## config.mk

```make
export PLATFORM = sky130hd
export DESIGN_NAME = dht11_single_wire_reader_unit
export DESIGN_NICKNAME = d
export VERILOG_FILES = /design/src/dhtr_pkg.sv /design/src/dht11_single_wire_reader_unit.sv /design/src/dhtr_cfg.sv /design/src/dhtr_core.sv /design/src/dhtr_out.sv
export SDC_FILE = /design/constraint.sdc
export NUM_CORES = 1
export LEC_CHECK = 0
export BUFFER_PORTS_ARGS = -buffer_cell sky130_fd_sc_hd__buf_4
export CAP_MARGIN = 20
export CELL_PAD_IN_SITES_DETAIL_PLACEMENT = 1
export CELL_PAD_IN_SITES_GLOBAL_PLACEMENT = 1
export CORE_ASPECT_RATIO = 0.5
export CORE_MARGIN = 1.5
export CORE_UTILIZATION = 48
export DETAILED_ROUTE_END_ITERATION = 8
export HOLD_SLACK_MARGIN = 0.02
export PLACE_DENSITY_LB_ADDON = 0.1
export SETUP_SLACK_MARGIN = 0.1
export SLEW_MARGIN = 40
export SYNTH_ARGS = -nofsm -noshare
export SYNTH_HDL_FRONTEND = slang
export SYNTH_SLANG_ARGS = --single-unit
```

## constraint.sdc

```tcl
create_clock -name aclk -period 5 [get_ports aclk]
set_input_delay 0.75 -clock aclk [delete_from_list [all_inputs] [get_ports aclk]]
set_output_delay 0.75 -clock aclk [all_outputs]
set_load 0.02 [all_outputs]
```

## src/dhtr_pkg.sv

```systemverilog
// shared types and constants for the single-wire sensor reader
// no dependencies; used by every module under src
package dhtr_pkg;

    localparam int unsigned FRAME_BYTES   = 5;
    localparam int unsigned BITS_PER_BYTE = 8;
    localparam int unsigned HELD_BYTES    = FRAME_BYTES - 1;

    localparam int unsigned CFG_IDX_W  = 3;
    localparam int unsigned CFG_DATA_W = 16;

    // register indexes on the configuration port
    localparam logic [CFG_IDX_W-1:0] CFG_START_LOW    = 3'd0;
    localparam logic [CFG_IDX_W-1:0] CFG_RELEASE_HIGH = 3'd1;
    localparam logic [CFG_IDX_W-1:0] CFG_SETTLE       = 3'd2;
    localparam logic [CFG_IDX_W-1:0] CFG_SAMPLE_DELAY = 3'd3;
    localparam logic [CFG_IDX_W-1:0] CFG_TIMEOUT      = 3'd4;

    // register reset values
    localparam logic [15:0] START_LOW_RST    = 16'd25000;
    localparam logic [7:0]  RELEASE_HIGH_RST = 8'd30;
    localparam logic [7:0]  SETTLE_RST       = 8'd2;
    localparam logic [7:0]  SAMPLE_DELAY_RST = 8'd40;
    localparam logic [9:0]  TIMEOUT_RST      = 10'd500;

    // transaction status codes
    localparam logic [1:0] ST_OK           = 2'd0;
    localparam logic [1:0] ST_RSP_TIMEOUT  = 2'd1;
    localparam logic [1:0] ST_DATA_TIMEOUT = 2'd2;
    localparam logic [1:0] ST_CHECKSUM     = 2'd3;

    typedef enum logic [3:0] {
        PH_IDLE       = 4'd0,
        PH_DRV_LOW    = 4'd1,
        PH_DRV_HIGH   = 4'd2,
        PH_SETTLE     = 4'd3,
        PH_RSP_LOW    = 4'd4,
        PH_RSP_HIGH   = 4'd5,
        PH_RSP_END    = 4'd6,
        PH_BIT_LOW    = 4'd7,
        PH_BIT_HIGH   = 4'd8,
        PH_BIT_SAMPLE = 4'd9
    } phase_t;

    typedef struct packed {
        logic [15:0] start_low_ticks;
        logic [7:0]  release_high_ticks;
        logic [7:0]  settle_ticks;
        logic [7:0]  sample_delay_ticks;
        logic [9:0]  timeout_ticks;
    } cfg_t;

    typedef struct packed {
        logic       line_drive;
        logic       line_out;
        logic       busy_res;
        logic       done_res;
        logic [1:0] status;
        logic [7:0] humidity_int;
        logic [7:0] humidity_frac;
        logic [7:0] temperature_int;
        logic [7:0] temperature_frac;
    } res_t;

endpackage

```

## src/dht11_single_wire_reader_unit.sv

```systemverilog
// single-wire humidity/temperature sensor reader, one microsecond tick per beat
// the result beat of an accepted tick is registered and offered on m_ in the next cycle
// throughput: one tick beat per cycle; s_ready drops only while a result is held and m_ready is low
// reset (aresetn, synchronous, active low): phase idle, counters clear, held values
// zero, status ok, registers to 25000/30/2/40/500 ticks, result register empty
// depends on dhtr_pkg, dhtr_cfg, dhtr_core, dhtr_out
module dht11_single_wire_reader_unit (
    input  logic                                aclk,
    input  logic                                aresetn,
    // configuration write port
    input  logic                                cfg_wr_en,
    input  logic [dhtr_pkg::CFG_IDX_W-1:0]      cfg_index,
    input  logic [dhtr_pkg::CFG_DATA_W-1:0]     cfg_wr_data,
    // tick input channel
    input  logic                                s_valid,
    output logic                                s_ready,
    input  logic                                s_start_req,
    input  logic                                s_line_in,
    // result channel
    output logic                                m_valid,
    input  logic                                m_ready,
    output logic                                m_line_drive,
    output logic                                m_line_out,
    output logic                                m_busy_res,
    output logic                                m_done_res,
    output logic [1:0]                          m_status,
    output logic [7:0]                          m_humidity_int,
    output logic [7:0]                          m_humidity_frac,
    output logic [7:0]                          m_temperature_int,
    output logic [7:0]                          m_temperature_frac
);

    dhtr_pkg::cfg_t cfg;
    dhtr_pkg::res_t step_res;
    dhtr_pkg::res_t out_res;
    logic           room;
    logic           accept;

    // a tick beat is taken whenever the result register has space
    assign s_ready = room;
    assign accept  = s_valid && room;

    // register bank; a write takes effect at the edge it is presented
    dhtr_cfg u_cfg (
        .aclk        (aclk),
        .aresetn     (aresetn),
        .cfg_wr_en   (cfg_wr_en),
        .cfg_index   (cfg_index),
        .cfg_wr_data (cfg_wr_data),
        .cfg         (cfg)
    );

    // protocol sequencer: advances one step per accepted tick beat
    dhtr_core u_core (
        .aclk      (aclk),
        .aresetn   (aresetn),
        .cfg       (cfg),
        .step_en   (accept),
        .start_req (s_start_req),
        .line_in   (s_line_in),
        .res       (step_res)
    );

    // result register decouples the two channels
    dhtr_out u_out (
        .aclk    (aclk),
        .aresetn (aresetn),
        .load    (accept),
        .res_in  (step_res),
        .m_ready (m_ready),
        .m_valid (m_valid),
        .room    (room),
        .res_out (out_res)
    );

    // result beat fields
    assign m_line_drive       = out_res.line_drive;
    assign m_line_out         = out_res.line_out;
    assign m_busy_res         = out_res.busy_res;
    assign m_done_res         = out_res.done_res;
    assign m_status           = out_res.status;
    assign m_humidity_int     = out_res.humidity_int;
    assign m_humidity_frac    = out_res.humidity_frac;
    assign m_temperature_int  = out_res.temperature_int;
    assign m_temperature_frac = out_res.temperature_frac;

endmodule

```

## src/dhtr_cfg.sv

```systemverilog
// configuration register bank for the sensor reader
// depends on dhtr_pkg
module dhtr_cfg (
    input  logic                                aclk,
    input  logic                                aresetn,
    input  logic                                cfg_wr_en,
    input  logic [dhtr_pkg::CFG_IDX_W-1:0]      cfg_index,
    input  logic [dhtr_pkg::CFG_DATA_W-1:0]     cfg_wr_data,
    output dhtr_pkg::cfg_t                      cfg
);

    dhtr_pkg::cfg_t cfg_reg;
    dhtr_pkg::cfg_t cfg_next;

    always_comb begin
        cfg_next = cfg_reg;
        if (cfg_wr_en) begin
            unique case (cfg_index)
                dhtr_pkg::CFG_START_LOW:    cfg_next.start_low_ticks    = cfg_wr_data;
                dhtr_pkg::CFG_RELEASE_HIGH: cfg_next.release_high_ticks = cfg_wr_data[7:0];
                dhtr_pkg::CFG_SETTLE:       cfg_next.settle_ticks       = cfg_wr_data[7:0];
                dhtr_pkg::CFG_SAMPLE_DELAY: cfg_next.sample_delay_ticks = cfg_wr_data[7:0];
                dhtr_pkg::CFG_TIMEOUT:      cfg_next.timeout_ticks      = cfg_wr_data[9:0];
                default: ; // unmapped index, write dropped
            endcase
        end
    end

    always_ff @(posedge aclk) begin
        if (!aresetn) begin
            cfg_reg.start_low_ticks    <= dhtr_pkg::START_LOW_RST;
            cfg_reg.release_high_ticks <= dhtr_pkg::RELEASE_HIGH_RST;
            cfg_reg.settle_ticks       <= dhtr_pkg::SETTLE_RST;
            cfg_reg.sample_delay_ticks <= dhtr_pkg::SAMPLE_DELAY_RST;
            cfg_reg.timeout_ticks      <= dhtr_pkg::TIMEOUT_RST;
        end else begin
            cfg_reg <= cfg_next;
        end
    end

    assign cfg = cfg_reg;

endmodule

```

## src/dhtr_core.sv

```systemverilog
// per-tick protocol sequencer: state registers and next-state/result logic
// depends on dhtr_pkg
module dhtr_core (
    input  logic            aclk,
    input  logic            aresetn,
    input  dhtr_pkg::cfg_t  cfg,
    input  logic            step_en,
    input  logic            start_req,
    input  logic            line_in,
    output dhtr_pkg::res_t  res
);

    dhtr_pkg::phase_t phase_reg, phase_next;
    logic [15:0]      count_reg, count_next;
    logic [9:0]       budget_reg, budget_next;
    logic [2:0]       bit_reg, bit_next;
    logic [2:0]       byte_reg, byte_next;
    logic [7:0]       shift_reg, shift_next;
    logic [1:0]       status_reg, status_next;
    logic [7:0]       frame_reg [dhtr_pkg::HELD_BYTES];
    logic [7:0]       frame_next [dhtr_pkg::HELD_BYTES];
    logic [7:0]       held_reg [dhtr_pkg::HELD_BYTES];
    logic [7:0]       held_next [dhtr_pkg::HELD_BYTES];
    logic             done_next;

    logic [15:0] count_inc;
    logic [9:0]  budget_dec;
    logic        wait_level;
    logic        wait_met;
    logic        wait_fail;
    logic [7:0]  shift_new;
    logic [7:0]  frame_sum;

    assign count_inc  = count_reg + 16'd1;
    assign budget_dec = budget_reg - 10'd1;
    assign wait_level = (phase_reg == dhtr_pkg::PH_RSP_HIGH) ||
                        (phase_reg == dhtr_pkg::PH_BIT_HIGH);
    assign wait_met   = (budget_reg != 10'd0) && (line_in == wait_level);
    assign wait_fail  = (budget_reg == 10'd0) ||
                        ((line_in != wait_level) && (budget_dec == 10'd0));
    assign shift_new  = {shift_reg[6:0], line_in};
    assign frame_sum  = frame_reg[0] + frame_reg[1] + frame_reg[2] + frame_reg[3];

    // next state
    always_comb begin
        phase_next  = phase_reg;
        count_next  = count_reg;
        budget_next = budget_reg;
        bit_next    = bit_reg;
        byte_next   = byte_reg;
        shift_next  = shift_reg;
        status_next = status_reg;
        frame_next  = frame_reg;
        held_next   = held_reg;
        done_next   = 1'b0;

        unique case (phase_reg)
            dhtr_pkg::PH_IDLE: begin
                if (start_req) begin
                    phase_next = dhtr_pkg::PH_DRV_LOW;
                    count_next = 16'd1;
                end
            end
            dhtr_pkg::PH_DRV_LOW: begin
                if (count_reg >= cfg.start_low_ticks) begin
                    phase_next = dhtr_pkg::PH_DRV_HIGH;
                    count_next = 16'd1;
                end else begin
                    count_next = count_inc;
                end
            end
            dhtr_pkg::PH_DRV_HIGH: begin
                if (count_reg >= {8'd0, cfg.release_high_ticks}) begin
                    if (cfg.settle_ticks == 8'd0) begin
                        phase_next  = dhtr_pkg::PH_RSP_LOW;
                        count_next  = 16'd0;
                        budget_next = cfg.timeout_ticks;
                    end else begin
                        phase_next = dhtr_pkg::PH_SETTLE;
                        count_next = 16'd1;
                    end
                end else begin
                    count_next = count_inc;
                end
            end
            dhtr_pkg::PH_SETTLE: begin
                if (count_reg >= {8'd0, cfg.settle_ticks}) begin
                    phase_next  = dhtr_pkg::PH_RSP_LOW;
                    count_next  = 16'd0;
                    budget_next = cfg.timeout_ticks;
                end else begin
                    count_next = count_inc;
                end
            end
            dhtr_pkg::PH_RSP_LOW, dhtr_pkg::PH_RSP_HIGH, dhtr_pkg::PH_RSP_END: begin
                if ((budget_reg != 10'd0) && (line_in != wait_level)) begin
                    budget_next = budget_dec;
                end
                if (wait_fail) begin
                    phase_next  = dhtr_pkg::PH_IDLE;
                    count_next  = 16'd0;
                    status_next = dhtr_pkg::ST_RSP_TIMEOUT;
                    done_next   = 1'b1;
                end else if (wait_met) begin
                    if (phase_reg == dhtr_pkg::PH_RSP_END) begin
                        // response complete, first data byte begins
                        byte_next   = 3'd0;
                        phase_next  = dhtr_pkg::PH_BIT_LOW;
                        bit_next    = 3'd0;
                        shift_next  = 8'd0;
                        budget_next = cfg.timeout_ticks;
                    end else if (phase_reg == dhtr_pkg::PH_RSP_LOW) begin
                        phase_next = dhtr_pkg::PH_RSP_HIGH;
                    end else begin
                        phase_next = dhtr_pkg::PH_RSP_END;
                    end
                end
            end
            dhtr_pkg::PH_BIT_LOW, dhtr_pkg::PH_BIT_HIGH: begin
                if ((budget_reg != 10'd0) && (line_in != wait_level)) begin
                    budget_next = budget_dec;
                end
                if (wait_fail) begin
                    phase_next  = dhtr_pkg::PH_IDLE;
                    count_next  = 16'd0;
                    status_next = dhtr_pkg::ST_DATA_TIMEOUT;
                    done_next   = 1'b1;
                end else if (wait_met) begin
                    if (phase_reg == dhtr_pkg::PH_BIT_HIGH) begin
                        phase_next = dhtr_pkg::PH_BIT_SAMPLE;
                        count_next = 16'd0;
                    end else begin
                        phase_next = dhtr_pkg::PH_BIT_HIGH;
                    end
                end
            end
            dhtr_pkg::PH_BIT_SAMPLE: begin
                count_next = count_inc;
                if (count_inc >= {8'd0, cfg.sample_delay_ticks}) begin
                    shift_next = shift_new;
                    if (bit_reg != 3'(dhtr_pkg::BITS_PER_BYTE - 1)) begin
                        bit_next   = bit_reg + 3'd1;
                        phase_next = dhtr_pkg::PH_BIT_LOW;
                    end else begin
                        bit_next = 3'd0;
                        if (byte_reg < 3'(dhtr_pkg::FRAME_BYTES - 1)) begin
                            frame_next[byte_reg[1:0]] = shift_new;
                            byte_next   = byte_reg + 3'd1;
                            phase_next  = dhtr_pkg::PH_BIT_LOW;
                            shift_next  = 8'd0;
                            budget_next = cfg.timeout_ticks;
                        end else begin
                            // checksum byte: compare against sum of the first four
                            phase_next = dhtr_pkg::PH_IDLE;
                            count_next = 16'd0;
                            done_next  = 1'b1;
                            if (frame_sum == shift_new) begin
                                held_next   = frame_reg;
                                status_next = dhtr_pkg::ST_OK;
                            end else begin
                                status_next = dhtr_pkg::ST_CHECKSUM;
                            end
                        end
                    end
                end
            end
            default: begin
                phase_next = dhtr_pkg::PH_IDLE;
                count_next = 16'd0;
            end
        endcase
    end

    // result for this tick, taken from the post-step state
    always_comb begin
        res.line_drive       = (phase_next == dhtr_pkg::PH_IDLE) ||
                               (phase_next == dhtr_pkg::PH_DRV_HIGH) ||
                               (phase_next == dhtr_pkg::PH_DRV_LOW);
        res.line_out         = (phase_next == dhtr_pkg::PH_IDLE) ||
                               (phase_next == dhtr_pkg::PH_DRV_HIGH);
        res.busy_res         = (phase_next != dhtr_pkg::PH_IDLE);
        res.done_res         = done_next;
        res.status           = status_next;
        res.humidity_int     = held_next[0];
        res.humidity_frac    = held_next[1];
        res.temperature_int  = held_next[2];
        res.temperature_frac = held_next[3];
    end

    always_ff @(posedge aclk) begin
        if (!aresetn) begin
            phase_reg  <= dhtr_pkg::PH_IDLE;
            count_reg  <= 16'd0;
            budget_reg <= 10'd0;
            bit_reg    <= 3'd0;
            byte_reg   <= 3'd0;
            shift_reg  <= 8'd0;
            status_reg <= dhtr_pkg::ST_OK;
            held_reg   <= '{default: 8'd0};
        end else if (step_en) begin
            phase_reg  <= phase_next;
            count_reg  <= count_next;
            budget_reg <= budget_next;
            bit_reg    <= bit_next;
            byte_reg   <= byte_next;
            shift_reg  <= shift_next;
            status_reg <= status_next;
            held_reg   <= held_next;
        end
    end

    // frame bytes are always written before they are read
    always_ff @(posedge aclk) begin
        if (step_en) begin
            frame_reg <= frame_next;
        end
    end

endmodule

```

## src/dhtr_out.sv

```systemverilog
// result register between the sequencer and the result channel
// depends on dhtr_pkg
module dhtr_out (
    input  logic            aclk,
    input  logic            aresetn,
    input  logic            load,
    input  dhtr_pkg::res_t  res_in,
    input  logic            m_ready,
    output logic            m_valid,
    output logic            room,
    output dhtr_pkg::res_t  res_out
);

    logic           valid_reg, valid_next;
    dhtr_pkg::res_t res_reg;

    // free when empty or when the held beat leaves this cycle
    assign room = !valid_reg || m_ready;

    always_comb begin
        valid_next = valid_reg;
        if (load) begin
            valid_next = 1'b1;
        end else if (m_ready) begin
            valid_next = 1'b0;
        end
    end

    always_ff @(posedge aclk) begin
        if (!aresetn) begin
            valid_reg <= 1'b0;
        end else begin
            valid_reg <= valid_next;
        end
    end

    always_ff @(posedge aclk) begin
        if (load) begin
            res_reg <= res_in;
        end
    end

    assign m_valid = valid_reg;
    assign res_out = res_reg;

endmodule
```

# --- Word-level counts from Yosys, hierarchy flattened ---
# Cells that the tools add are included.
# W data, S select, Z words.
totals:
  reg_bits: 198
  word_cells: 192
op_classes:
  n_bitwise: 2
  eq_ne: 32
  n_addsub: 7
  n_mux: 79
  n_reduce_logical: 35
  magnitude_cmp: 7
ops:
  columns: ["op", "n"]
  rows:
  - ["$mux W16", 11]
  - ["$mux W32", 5]
  - ["$pmux W16 S7", 1]
  - ["$mux W10", 10]
  - ["$pmux W10 S5", 1]
  - ["$ge A16 B8 Y1", 3]
  - ["$mux W4", 11]
  - ["$mux W7", 6]
  - ["$bwmux W32", 1]
  - ["$mux W3", 10]
  - ["$pmux W4 S7", 1]
  - ["$add A8 B8 Y8", 3]
  - ["$logic_not A10 Y1", 2]
  - ["$add A16 B1 Y16 const B", 1]
  - ["$demux W8 S2", 1]
  - ["$eq A4 B3 Y1 const B", 4]
  - ["$ge A16 B16 Y1", 1]
  - ["$ne A2 B1 Y1 const B", 8]
  - ["$reduce_and A8 Y1", 2]
  - ["$mux W2", 7]
  - ["$pmux W7 S2", 1]
  - ["$eq A4 B2 Y1 const B", 3]
  - ["$pmux W3 S2", 2]
  - ["$reduce_and A2 Y1", 5]
  - ["other kinds (37)", 62]

# --- Longest topological paths before layout ---
logic_depth:
  word_depth: 10
  mapped_depth: 17

# --- By module ---
# Synthesis repeated with hierarchy kept, for this count alone.
hier_totals:
  cells_unflattened: 1048
  area_unflattened_um2: 10722.8
modules_own_cells:
  columns: ["module", "cells_each", "instances", "seq_area_each_um2", "area_each_um2"]
  rows:
  - ["dhtr_core", 810, 1, 2502.4, 7536.0]
  - ["dhtr_cfg", 195, 1, 1001.0, 1990.7]
  - ["dhtr_out", 42, 1, 1161.1, 1189.9]
  - ["dht11_single_wire_reader_unit", 1, 1, 0.0, 6.3]

# --- Least setup slack after synthesis ---
# No wires, ideal clock.
synth_timing:
  kind: "register to register"
  start: "register u_core.frame_reg[1] (netlist bit)"
  end: "register u_out.res_reg (netlist bit u_out.res_out[0]), data pin"
  arrival_ns: 3.919
  stages_incl_launch_ff: 17
  path_slack_ns: 0.819
  required_ns: 4.738
  n_path_buf: 2
  setup_ns: 0.262
  cell_sequence: "edfxtp_1 > fa_1 > inv_1 > fa_1 > inv_1 > ha_1 > inv_1 > fa_1 > xor2_1 > o21ai_0 > a2111oi_0 > nand4b_1 > nor4b_1 > nand4_1 > buf_2 > buf_2 > mux2_1"
synth_lines:
  columns: ["item", "line", "source"]
  rows:
  - ["start, declared", "dhtr_core.sv:20", "logic [7:0] frame_reg [dhtr_pkg::HELD_BYTES];"]
  - ["start signal, assigned", "dhtr_core.sv:215", "frame_reg <= frame_next;"]
  - ["end signal, assigned", "dhtr_out.sv:39", "res_reg <= res_in;"]
  - ["end, declared", "dhtr_out.sv:15", "dhtr_pkg::res_t res_reg;"]

==> results.sh <==
export IMPL_power_frac_comb=0.119
export IMPL_root_buffer="clkbuf_16"
export IMPL_sw_frac_of_total=0.270
export IMPL_internal_power_mw=2.58
export IMPL_irDropWorstVdd_v=0.000180
export IMPL_tritoncts="yes"
export IMPL_path_max_fanout=34
export IMPL_nNetsFinal=1251
export IMPL_clk_pin_slew_ns=0.07
export IMPL_setup_viol=0
export IMPL_start_kind="register"
export IMPL_grt_setup_unrepaired="no"
export IMPL_synth_seq_cells=198
export IMPL_diodes=0
export IMPL_setup_tns_ns=0
export IMPL_end_kind="register"
export IMPL_wl_per_cell_um=19.0
export IMPL_crit_path_start="u_core.frame_reg[1]$_DFFE_PP_"
export IMPL_synth_avg_cell_area_um2=9.55
export IMPL_crit_end="u_out.res_out[20]$_DFFE_PP_"
export IMPL_fin_skew_ns=0.00813
export IMPL_drv_cap=0
export IMPL_ys_warnings_count=0
export IMPL_dr_pass1_iters=4
export IMPL_powerDensity_nw_per_um2=296
export IMPL_grt_pass1_vias=8692
export IMPL_die_area_um2=23100
export IMPL_clk_path_buf_depth=2
export IMPL_syn_inst=1112
export IMPL_setup_ws_ns=0.436
export IMPL_start_util=0.490
export IMPL_clk_latency_ns=0.46
export IMPL_tightest_slew_ns=0.798
export IMPL_hp_class="register to register"
export IMPL_p_seq_frac=0.494
export IMPL_async_flop_share=0
export IMPL_coreArea_um2=21700
export IMPL_period_share=0.913
export IMPL_slew_headroom=0.466
export IMPL_drtIter0Drc=597
export IMPL_timing_rr_end="u_out.res_out[20]$_DFFE_PP_"
export IMPL_gp_congestion=0.821
export IMPL_place_ws_ns=0.140
export IMPL_num_rows=38
export IMPL_cts_made_buffers=17
export IMPL_power_switching_uw=955
export IMPL_ff2ff_path_depth=16
export IMPL_die_w_um=213
export IMPL_grt_usage=0.258
export IMPL_die_height_um=108
export IMPL_cts_hold_fix_buffers=0
export IMPL_yosysSeqAreaShare=0.439
export IMPL_drv_slew=0
export IMPL_numClockSinks=198
export IMPL_ios=66
export IMPL_drive_gt1_frac=0.120
export IMPL_max_freq_mhz=219
export IMPL_cp_arrival_ns=4.77
export IMPL_synth_edf_count=70
export IMPL_leakage_nw=4.99
export IMPL_htreeDepth=4
export IMPL_vias=8257
export IMPL_grt_max_degree=86
export IMPL_outcome="finished clean"
export IMPL_min_period_ns=4.56
export IMPL_syn_to_final_growth_pct=12.5
export IMPL_remaining_drc_errors=0
export IMPL_antenna_left=0
export IMPL_port_buffers=65
export IMPL_r2r_setup_slack_ns=0.44
export IMPL_hold_violations=0
export IMPL_largest_reg_flops=50
export IMPL_dpl_instance_area_um2=11300
export IMPL_synth_area_um2=10600
export IMPL_synth_net_count=1209
export IMPL_synth_ff_type="dfxtp_1"
export IMPL_crit_type="register to register"
export IMPL_grt_ovfl_total=0
export IMPL_via_per_inst=5.63
export IMPL_routed_wl_um=27800
export IMPL_ys_types=82
export IMPL_grt_pass1_wl_um=45500
export IMPL_clkPwrFrac=0.388
export IMPL_reg2reg_from="u_core.frame_reg[1]$_DFFE_PP_"
export IMPL_hpwl_um=19900
export IMPL_fin_area_um2=11900
export IMPL_cp_required_ns=5.21
export IMPL_antenna_found_initial=0
[layer usage]
| layer | up-vias | GRT usage | routed length, µm |
|---|---|---|---|
| met3 | 37 | 0.0468 | 863 |
| met5 | - | 0 | 0 |
| met4 | 0 | 0.0910 | 613 |
| li1 | 4005 | - | - |
| met2 | 110 | 0.452 | 13800 |
| met1 | 4105 | 0.320 | 12500 |
[power groups by stage]
stage                     combinational, mW  clock [mW]  sequential [mW]
after CTS                             0.422        1.40             1.74
after floorplan                       0.265           0             1.79
after detailed placement              0.418           0             1.78
after global placement                0.404           0             1.78
after global routing                  0.468        1.46             1.75
final                                 0.420        1.37             1.74
[how the worst min path moves through the flow]
| stage | from | to | slack [ns] | depth (start not counted) |
|---|---|---|---|---|
| after floorplan | u_core.held_reg[15]$_SDFFE_PN0P_ | u_core.held_reg[15]$_SDFFE_PN0P_ | 0.43 | 2 |
| after global placement | u_core.held_reg[18]$_SDFFE_PN0P_ | u_core.held_reg[18]$_SDFFE_PN0P_ | 0.44 | 2 |
| after detailed placement | u_core.held_reg[31]$_SDFFE_PN0P_ | u_core.held_reg[31]$_SDFFE_PN0P_ | 0.45 | 2 |
| after CTS | u_cfg.cfg[40]$_SDFFE_PN0P_ | u_cfg.cfg[40]$_SDFFE_PN0P_ | 0.47 | 2 |
| after global routing | u_cfg.cfg[1]$_SDFFE_PN0P_ | u_cfg.cfg[1]$_SDFFE_PN0P_ | 0.48 | 2 |
| final | u_cfg.cfg[40]$_SDFFE_PN0P_ | u_cfg.cfg[40]$_SDFFE_PN0P_ | 0.46 | 2 |
[critical path, stage by stage, from the launching register on]
cell and delay [ns]:
edfxtp_1 0.44, fa_1 0.56, inv_1 0.06, fa_1 0.44
inv_1 0.07, ha_1 0.17, inv_1 0.06, fa_1 0.49
xor2_1 0.14, o21ai_0 0.10, a2111oi_0 0.32, nand4b_1 0.23
nor4b_4 0.36, nand4_1 0.11, buf_4 0.18, buf_8 0.19
mux2_1 0.36
[cells in the mapped netlist, types with 10 or more instances]
library cell,n,area (µm²)
mux2_1,20,225
nor2_1,43,161
a21boi_0,42,315
nor4_1,10,62.6
inv_1,76,285
a31oi_1,12,75.1
xor2_1,15,131
o21ai_0,32,160
dfxtp_1,128,2560
and2_1,13,81.3
ha_1,57,713
mux2i_1,34,340
nand2_1,208,781
nand3_1,40,200
fa_1,14,280
xnor2_1,14,123
a21oi_1,27,135
edfxtp_1,70,2100
nor3_1,15,75.1
nand2b_1,13,81.3
clkbuf_1,37,139
buf_2,12,60.1
o211ai_1,17,128
[kinds of logic (layout without fill, tap and decap cells)]
kind of cell,after synthesis,after routing,share of synthesized area
xor+xnor,29,29,0.0239
simple gates,406,406,0.185
compound gates,217,217,0.147
mux,61,61,0.0607
flops,198,198,0.439
buf+inv,130,185,0.0505
fa+ha+maj,71,71,0.0936
[per-stage QoR]
| stage | power, mW | hold slack (ns) | std cells | utilization |
|---|---|---|---|---|
| finish | 3.53 | 0.463 | 1467 | 0.551 |
| global placement | 2.18 | 0.441 | 1434 | 0.522 |
| floorplan | 2.05 | 0.435 | 1112 | - |
| detailed placement | 2.20 | 0.455 | 1434 | 0.523 |
| CTS | 3.56 | 0.468 | 1466 | 0.549 |
| global route | 3.68 | 0.483 | 1467 | 0.551 |
[repair_timing]
action / CTS / global route
gates resized for setup: 0 / 6
endpoints found under the hold margin: 0 / 0
buffers inserted: 0 / 1
endpoints found under the setup margin: 0 / 58
[placed cells by master (no fill, tap or decap), types with 5 or more instances in the layout]
master / Yosys / layout
a22o_1: 8 / 8
or3_1: 5 / 5
nand4_1: 5 / 5
buf_4: 1 / 74
nand3_1: 40 / 40
a211oi_1: 7 / 7
nor3_1: 15 / 15
nor4_1: 10 / 10
o211ai_1: 17 / 17
xnor2_1: 14 / 14
fa_1: 14 / 14
o21ai_0: 32 / 32
clkbuf_16: 0 / 17
mux2_1: 20 / 20
and4_1: 7 / 7
inv_1: 76 / 75
nand2b_1: 13 / 13
and2_1: 13 / 14
dfxtp_1: 128 / 128
o31ai_1: 7 / 7
o221a_2: 5 / 5
nand2_1: 208 / 208
mux2i_1: 34 / 34
a21oi_1: 27 / 26
ha_1: 57 / 57
a21boi_0: 42 / 42
edfxtp_1: 70 / 70
mux2_2: 7 / 7
xor2_1: 15 / 15
a31oi_1: 12 / 12
and3_1: 9 / 9
a21o_1: 9 / 9
nor2b_1: 8 / 8
nor2_1: 43 / 42
o21ai_1: 7 / 7
[layout make-up]
| class | instances | area [µm²] |
|---|---|---|
| inverter | 76 | 285 |
| tap | 300 | 375 |
| clock inverter | 12 | 116 |
| clock buffer | 20 | 457 |
| multi-input combinational | 784 | 5440 |
| sequential | 198 | 4660 |
| fill | 2492 | 9740 |
| timing repair buffer | 77 | 602 |
Power figures use the tool's default switching activity.
